$ cat src/rtl/core/srt_pkg.sv
package srt_pkg;

    localparam int DEPTH   = 16;
    localparam int CNT_W   = $clog2(DEPTH + 1);
    localparam int ID_W    = 31;
    localparam int CLS_W   = 8;
    localparam int GRD_W   = 10;
    localparam int SUM_W   = 12;
    localparam int STAT_W  = 2;
    localparam int ENTRY_W = 5;

    localparam logic FUNC_INSERT = 1'b0;
    localparam logic FUNC_REMOVE = 1'b1;

    localparam logic [STAT_W-1:0] ST_OK        = 2'd0;
    localparam logic [STAT_W-1:0] ST_NOT_FOUND = 2'd1;
    localparam logic [STAT_W-1:0] ST_EMPTY     = 2'd2;
    localparam logic [STAT_W-1:0] ST_FULL      = 2'd3;

    // One held record; the grade sum is kept alongside as the sort key.
    typedef struct packed {
        logic [ID_W-1:0]    id;
        logic [CLS_W-1:0]   cls;
        logic [3*GRD_W-1:0] grades;
        logic [SUM_W-1:0]   sum;
    } t_rec;

    // Command broadcast to every cell.
    typedef struct packed {
        logic ins_en;
        logic del_en;
        t_rec rec;
    } t_cmd;

endpackage

$ cat src/rtl/core/sorted_record_table.sv
// Channel  Direction  Handshake           Payload
// command  in         start & !busy       i_func, i_student_id, i_class_code, i_grade_*
// result   out        o_done (one cycle)  o_status, o_entry_count
//
// Each cell compares the broadcast key and shifts its record in the same
// cycle, so busy stays low and a new command may follow in every cycle.
// The result is registered and appears in the cycle after the transfer.
// Reset (synchronous, active low) empties the table; record contents are not
// cleared. The receiver cannot stall; results are not held.
module sorted_record_table (
    input  logic                          i_clk,
    input  logic                          i_rst_n,
    input  logic                          start,
    output logic                          busy,
    input  logic                          i_func,
    input  logic [srt_pkg::ID_W-1:0]      i_student_id,
    input  logic [srt_pkg::CLS_W-1:0]     i_class_code,
    input  logic [srt_pkg::GRD_W-1:0]     i_grade_one,
    input  logic [srt_pkg::GRD_W-1:0]     i_grade_two,
    input  logic [srt_pkg::GRD_W-1:0]     i_grade_three,
    output logic                          o_done,
    output logic [srt_pkg::STAT_W-1:0]    o_status,
    output logic [srt_pkg::ENTRY_W-1:0]   o_entry_count
);
    import srt_pkg::*;

    t_cmd             w_cmd;
    t_rec             w_rec   [DEPTH];
    logic             w_lt    [DEPTH];
    logic             w_found [DEPTH];
    logic             w_accept;
    logic             w_full;
    logic [CNT_W-1:0] r_fill;
    logic [CNT_W-1:0] n_fill;
    logic [STAT_W-1:0] n_status;

    assign busy     = 1'b0;
    assign w_accept = start && !busy;
    assign w_full   = (r_fill == CNT_W'(DEPTH));

    always_comb begin
        w_cmd.rec.id     = i_student_id;
        w_cmd.rec.cls    = i_class_code;
        w_cmd.rec.grades = {i_grade_three, i_grade_two, i_grade_one};
        w_cmd.rec.sum    = SUM_W'(i_grade_one) + SUM_W'(i_grade_two)
                         + SUM_W'(i_grade_three);
        w_cmd.ins_en     = w_accept && (i_func == FUNC_INSERT) && !w_full;
        w_cmd.del_en     = w_accept && (i_func == FUNC_REMOVE);
    end

    for (genvar g = 0; g < DEPTH; g++) begin : g_cell
        t_rec w_left_rec;
        t_rec w_right_rec;
        logic w_left_lt;
        logic w_found_in;

        if (g == 0) begin : g_head
            assign w_left_rec = w_cmd.rec;
            assign w_left_lt  = 1'b1;
            assign w_found_in = 1'b0;
        end else begin : g_body
            assign w_left_rec = w_rec[g-1];
            assign w_left_lt  = w_lt[g-1];
            assign w_found_in = w_found[g-1];
        end

        if (g == DEPTH - 1) begin : g_tail
            assign w_right_rec = w_rec[g];
        end else begin : g_mid
            assign w_right_rec = w_rec[g+1];
        end

        srt_cell u_cell (
            .i_clk       (i_clk),
            .i_cmd       (w_cmd),
            .i_valid     (CNT_W'(g) < r_fill),
            .i_left_rec  (w_left_rec),
            .i_left_lt   (w_left_lt),
            .i_right_rec (w_right_rec),
            .i_found     (w_found_in),
            .o_rec       (w_rec[g]),
            .o_lt        (w_lt[g]),
            .o_found     (w_found[g])
        );
    end

    always_comb begin
        n_fill   = r_fill;
        n_status = ST_OK;
        if (i_func == FUNC_INSERT) begin
            if (w_full) begin
                n_status = ST_FULL;
            end else begin
                n_fill = r_fill + CNT_W'(1);
            end
        end else begin
            if (r_fill == '0) begin
                n_status = ST_EMPTY;
            end else if (!w_found[DEPTH-1]) begin
                n_status = ST_NOT_FOUND;
            end else begin
                n_fill = r_fill - CNT_W'(1);
            end
        end
    end

    always_ff @(posedge i_clk) begin
        if (!i_rst_n) begin
            r_fill <= '0;
            o_done <= 1'b0;
        end else begin
            o_done <= w_accept;
            if (w_accept) begin
                r_fill <= n_fill;
            end
        end
    end

    always_ff @(posedge i_clk) begin
        if (w_accept) begin
            o_status      <= n_status;
            o_entry_count <= ENTRY_W'(n_fill);
        end
    end

endmodule

$ cat src/rtl/core/srt_cell.sv
module srt_cell (
    input  logic          i_clk,
    input  srt_pkg::t_cmd i_cmd,
    input  logic          i_valid,
    input  srt_pkg::t_rec i_left_rec,
    input  logic          i_left_lt,
    input  srt_pkg::t_rec i_right_rec,
    input  logic          i_found,
    output srt_pkg::t_rec o_rec,
    output logic          o_lt,
    output logic          o_found
);
    import srt_pkg::*;

    t_rec r_rec;
    t_rec n_rec;
    logic w_match;

    assign o_lt    = i_valid && (r_rec.sum < i_cmd.rec.sum);
    assign w_match = i_valid && (r_rec.id == i_cmd.rec.id);
    assign o_found = i_found || w_match;
    assign o_rec   = r_rec;

    always_comb begin
        n_rec = r_rec;
        if (i_cmd.ins_en && !o_lt) begin
            // first cell not below the key takes the new record, later ones shift right
            n_rec = i_left_lt ? i_cmd.rec : i_left_rec;
        end else if (i_cmd.del_en && o_found) begin
            // close the gap from the first match onward
            n_rec = i_right_rec;
        end
    end

    always_ff @(posedge i_clk) begin
        r_rec <= n_rec;
    end

endmodule
$ cat config.mk
export PLATFORM = sky130hd
export DESIGN_NAME = sorted_record_table
export DESIGN_NICKNAME = d
export VERILOG_FILES = /design/src/rtl/core/srt_pkg.sv /design/src/rtl/core/sorted_record_table.sv /design/src/rtl/core/srt_cell.sv
export SDC_FILE = /design/constraint.sdc
export NUM_CORES = 2
export LEC_CHECK = 0
export BUFFER_PORTS_ARGS = -buffer_cell sky130_fd_sc_hd__buf_2
export CAP_MARGIN = 20
export CORE_AREA = 2 2 346 348
export DETAILED_ROUTE_END_ITERATION = 16
export DIE_AREA = 0 0 348 350
export PLACE_DENSITY = 0.51
export SETUP_SLACK_MARGIN = 0.3
export SLEW_MARGIN = 15
export SYNTH_ARGS = -nofsm -noshare
export SYNTH_HDL_FRONTEND = slang
export SYNTH_SLANG_ARGS = --single-unit
$ cat constraint.sdc
create_clock -name i_clk -period 11.11 [get_ports i_clk]
set_clock_uncertainty 0.2 [all_clocks]
set_input_delay 0.5555 -clock i_clk [delete_from_list [all_inputs] [get_ports i_clk]]
set_output_delay 0.5555 -clock i_clk [all_outputs]
set_load 0.02 [all_outputs]
# [Yosys cells after proc, flatten, opt, wreduce, memory -nomap -nowiden]
# Index checks and enable logic that the tools add are counted.
[totals] ff_bits=1309 in_bits=73 out_inout_bits=9 word_cells=289
[op_classes] addsub=4 magnitude_cmp=32 eq_ne=17 n_mux=53 bitwise=1 reduce_logical=114
[op_table] op="2-to-1 mux 81 bit" n=45
[op_table] op="equality test 31 bit" n=16
[op_table] op="less-than comparator 12 bit" n=16
[op_table] op="logical AND 1 bit" n=66
[op_table] op="less-than comparator 4 x 5 -> 1 bit, first input constant" n=8
[op_table] op="nonzero test 2 bit" n=15
[op_table] op="less-than comparator 3 x 5 -> 1 bit, first input constant" n=4
[op_table] op="2-to-1 mux 5 bit" n=4
[op_table] op="zero test 1 bit" n=17
[op_table] op="logical OR 1 bit" n=15
[op_table] op="adder 11 x 10 -> 12 bit" n=1
[op_table] op="adder 10 x 10 -> 11 bit" n=1
[op_table] op="less-than comparator 1 x 5 -> 1 bit, first input constant" n=2
[op_table] op="less-than comparator 2 x 5 -> 1 bit, first input constant" n=2
[op_table] op="2-to-1 mux 2 bit" n=3
[op_table] op="adder 5 x 1 -> 5 bit, second input constant" n=1
[op_table] op="equality test 5 bit, second input constant" n=1
[op_table] op="zero test 5 bit" n=1
[op_table] op="subtractor 5 x 1 -> 5 bit, second input constant" n=1
[op_table] op="2-to-1 mux 1 bit" n=1
[op_table] op="NOT 1 bit" n=1

# [Longest topological paths before layout]
[logic_depth] ltp_word=20 ltp_mapped=25

# [Hierarchy]
# A second synthesis with hierarchy kept.
[unflattened] hier_cells=5654 hier_area_um2=82467.8
[modules_own_cells] module="srt_cell at g_cell[13].u_cell ..." n_inst=12 cells_per_inst=342 area_each_um2=5068.6 seq_area_each_um2=2432.3
[modules_own_cells] module="srt_cell at g_cell[0].u_cell ..." n_inst=4 cells_per_inst=344 area_each_um2=5023.6 seq_area_each_um2=2432.3
[modules_own_cells] module="sorted_record_table" n_inst=1 cells_per_inst=174 area_each_um2=1550.2 seq_area_each_um2=330.3

# [Worst setup path after synthesis]
# OpenSTA, ideal clock, no wires.
[synth_timing] path_type="in2reg" from="input port i_grade_one[1] (netlist bit)" to="register g_cell[3].u_cell.r_rec, in the netlist g_cell[3].u_cell.o_rec[0], enable pin" setup_time_ps=791 arrival_ps=6439 required_ps=10119 path_slack_ps=3680 stages=21 n_path_buf=4 cell_sequence="fa_1 -> ha_1 -> inv_1 -> fa_1 -> inv_1 -> a21oi_1 -> o21bai_1 -> xor2_1 -> clkbuf_1 -> inv_1 -> ha_1 -> a21o_1 -> a2111oi_0 -> o21ai_0 -> a221o_1 -> a211oi_1 -> buf_4 -> nand2b_1 -> buf_4 -> buf_2 -> o21ai_0"
[synth_via] elab_chain_cells=7
[synth_lines] item="from (decl)" line_no="sorted_record_table.sv:18" text="input logic [srt_pkg::GRD_W-1:0] i_grade_one,"
[synth_lines] item="adder 10 x 10 -> 11 bit" line_no="sorted_record_table.sv:45" text="w_cmd.rec.sum = SUM_W'(i_grade_one) + SUM_W'(i_grade_two)"
[synth_lines] item="adder 11 x 10 -> 12 bit" line_no="sorted_record_table.sv:46" text="+ SUM_W'(i_grade_three);"
[synth_lines] item="less-than comparator 12 bit" line_no="srt_cell.sv:19" text="assign o_lt = i_valid && (r_rec.sum < i_cmd.rec.sum);"
[synth_lines] item="logical AND 1 bit" line_no="srt_cell.sv:19"
[synth_lines] item="zero test 1 bit" line_no="srt_cell.sv:26" text="if (i_cmd.ins_en && !o_lt) begin"
[synth_lines] item="logical AND 1 bit" line_no="srt_cell.sv:26"
[synth_lines] item="nonzero test 2 bit (no source line)"
[synth_lines] item="to (signal assigned)" line_no="srt_cell.sv:36" text="r_rec <= n_rec;"
[synth_lines] item="to (decl)" line_no="srt_cell.sv:15" text="t_rec r_rec;"
# Every way passes these cells.
# A chain may end at the register's enable or synchronous reset.

==> flow_metrics.tcl <==
set metrics [dict create \
    synth_top_cell_area_share_pct 44.5 \
    powerDensity_nw_per_um2 150 \
    ir_drop_uv 104 \
    via_per_inst 5.76 \
    grt_pass1_vias 33300 \
    grt_max_degree 87 \
    grt_pass1_wl_mm 229 \
    layout-drive-gt1-share_pct 10.2 \
    worstSetupStartpointType "input port" \
    drt-initial-drc-count 2848 \
    portBuffers 72 \
    ant_nets 0 \
    yosysSeqAreaShare_pct 44.7 \
    synth_edf_count 695 \
    grt_antenna_before_repair 1 \
    vias 34300 \
    required_ns 11.27 \
    ctsResizeCount 0 \
    grt-ovfl-total 0 \
    clock.fmax_mhz 148 \
    synth_cell_types 79 \
    synth_flop_cell "edfxtp_1" \
    hold_class "in2reg" \
    final.setup.tns_ns 0 \
    start_util_pct 39.9 \
    combPwrFrac_pct 22.7 \
    worstPathMaxFanout 86 \
    cts_max_level 3 \
    syn-num-nets 4726 \
    clock_path_buffers 3 \
    die_width_um 348 \
    setup_viol 0 \
    rsz0062_at_grt "no" \
    clock-sinks 701 \
    synth_largest_area_cell "edfxtp_1" \
    ys_top_cells_by_area "edfxtp_1, mux2i_1, xnor2_1" \
    first_pass_iters 5 \
    routed_wl_mm 156 \
    yosysMostFrequentCell "edfxtp_1" \
    hold_viol 0 \
    hold_buffers 1 \
    finalCritPeriodShare_pct 60.7 \
    async_reset_ff_share_pct 0 \
    leakagePower_uw 0.0196 \
    nets 4637 \
    cts_buffers 88 \
    slew_viol_final 0 \
    clk_latency_ns 0.68 \
    cts-root-buf "clkbuf_16" \
    rows 126 \
    arrival_ns 6.90 \
    antenna_cells 0 \
    die_area_um2 122000 \
    total_power_uw 7720 \
    grt_use_total_pct 25.1 \
    yosys_warnings 0 \
    fill_cells 11400 \
    pwr-share-clk_pct 35.2 \
    num_io_pins 82 \
    place.gp.congestion 0.940 \
    synth_area_um2 46900 \
    endpoint_kind "flip-flop" \
    tightest_slew_ns 1.17 \
    p_switching_uw 2440 \
    synthTopCellsByCount "edfxtp_1, mux2i_1, a21oi_1, nor2_1, xnor2_1" \
    maxCapViolCount 0 \
    area_growth_pct 9.49 \
    fp.dieH_um 350 \
    hpwl_mm 114 \
    relSlewSlack_pct 21.1 \
    drcViolationCount 0 \
    ys_ff_latch 701 \
    seq_power_share_pct 42.1 \
    layout_min_cycle_time_ns 6.74 \
    intPower_uw 5280 \
    p_sw_share_pct 31.6 \
    path_class "in2reg" \
    core_area_um2 118000 \
    avgSynthCellArea_um2 10.5 \
    cts_tree "yes" \
    netlist_instances 4453 \
    cts_setup_buffers 0 \
    clk_pin_slew_worst_paths_ns 0.06 \
    status "completed" \
    wl_per_cell_um 26.2 \
]
-- final timing paths --
check	start	end	slack (ns)	cells after the start
worst max register to register	r_fill[1]	g_cell[11].u_cell.o_rec[67]	5.85	11
worst min-delay path	i_func	r_fill[4]	0.25	3
worst max-delay path	i_grade_one[1]	g_cell[5].u_cell.o_rec[64]	4.37	23
worst min register to register	g_cell[12].u_cell.o_rec[10]	g_cell[11].u_cell.o_rec[10]	0.39	1
-- per-stage QoR --
step	instance area (um2)	utilization (%)	hold slack [ns]	setup slack, ns	std cells
2_1_floorplan	46900	-	0.335	3.68	4453
3_3_place_gp	48700	41.4	0.372	3.80	5807
3_5_place_dp	48700	41.4	0.382	3.74	5807
4_1_cts	51300	43.6	0.212	4.45	5957
5_1_grt	51400	43.6	0.237	4.00	5959
6_report	51400	43.6	0.249	4.37	5959
-- critical path, stage by stage --
cell	delay, ns
buf_2	0.11
fa_1	0.54
ha_1	0.17
inv_1	0.06
fa_1	0.48
inv_1	0.08
a21oi_1	0.06
o21bai_1	0.25
a21o_1	0.16
a21o_1	0.16
a31oi_1	0.19
xnor2_2	0.17
buf_4	0.22
inv_1	0.60
ha_1	0.40
a21o_1	0.17
a21oi_1	0.14
o211ai_1	0.16
a211oi_4	0.26
buf_4	0.68
nand2b_2	0.29
buf_4	0.65
o21ai_0	0.22
-- power groups by stage --
stage / clock, uW / sequential [uW] / combinational [uW]
4_1_cts: 2780 / 3250 / 1750
3_5_place_dp: 0 / 3300 / 1740
5_1_grt: 2860 / 3260 / 1940
6_report: 2720 / 3250 / 1750
2_1_floorplan: 0 / 3240 / 1170
3_3_place_gp: 0 / 3300 / 1710
-- final cells by class --
cell class	count	area, um2	share of cell area (%)
Clock buffer	117	2410	4.68
Tap cell	1536	1920	3.74
Sequential cell	701	21000	40.8
Multi-Input combinational cell	3355	24500	47.7
Inverter	37	139	0.270
Timing Repair Buffer	181	1220	2.38
Clock inverter	32	211	0.411
-- state kept, by name (all words and copies together) (netlist names) --
name and flops:
g_cell.u_cell.o_rec 688, o_done 1, o_entry_count 5, o_status 2, r_fill 5
-- layout by cell type, fill, tap and decap left out, types with 106 or more instances in the layout --
cell type | Yosys | routed
a21oi_1 | 432 | 426
buf_4 | 20 | 106
edfxtp_1 | 695 | 695
ha_1 | 189 | 189
mux2i_1 | 594 | 594
nand2_1 | 322 | 320
nand4_1 | 144 | 144
nor2_1 | 353 | 350
o21ai_0 | 307 | 302
xnor2_1 | 340 | 334
xor2_1 | 167 | 165
-- metal layers --
layer | GRT usage, % | up-vias | wire length [um]
li1 | - | 16200 | -
met1 | 35.2 | 16900 | 72000
met2 | 40.6 | 1041 | 71500
met3 | 2.68 | 226 | 7540
met4 | 7.77 | 0 | 4960
met5 | 0 | - | 0
-- kinds of logic (layout without fill, tap and decap cells) --
logic type	Yosys count	after routing	synth area share, %
AOI/OAI and AO/OA	881	881	10.3
other	1	1	0.00799
and+or+nand+nor	1080	1080	11.1
adders and majority gates	200	200	5.51
xor gates and xnor gates	507	507	9.46
buffers and inverters	397	367	4.01
DFF	701	701	44.7
muxes	686	686	14.9
(Power assumes the default switching activity.)
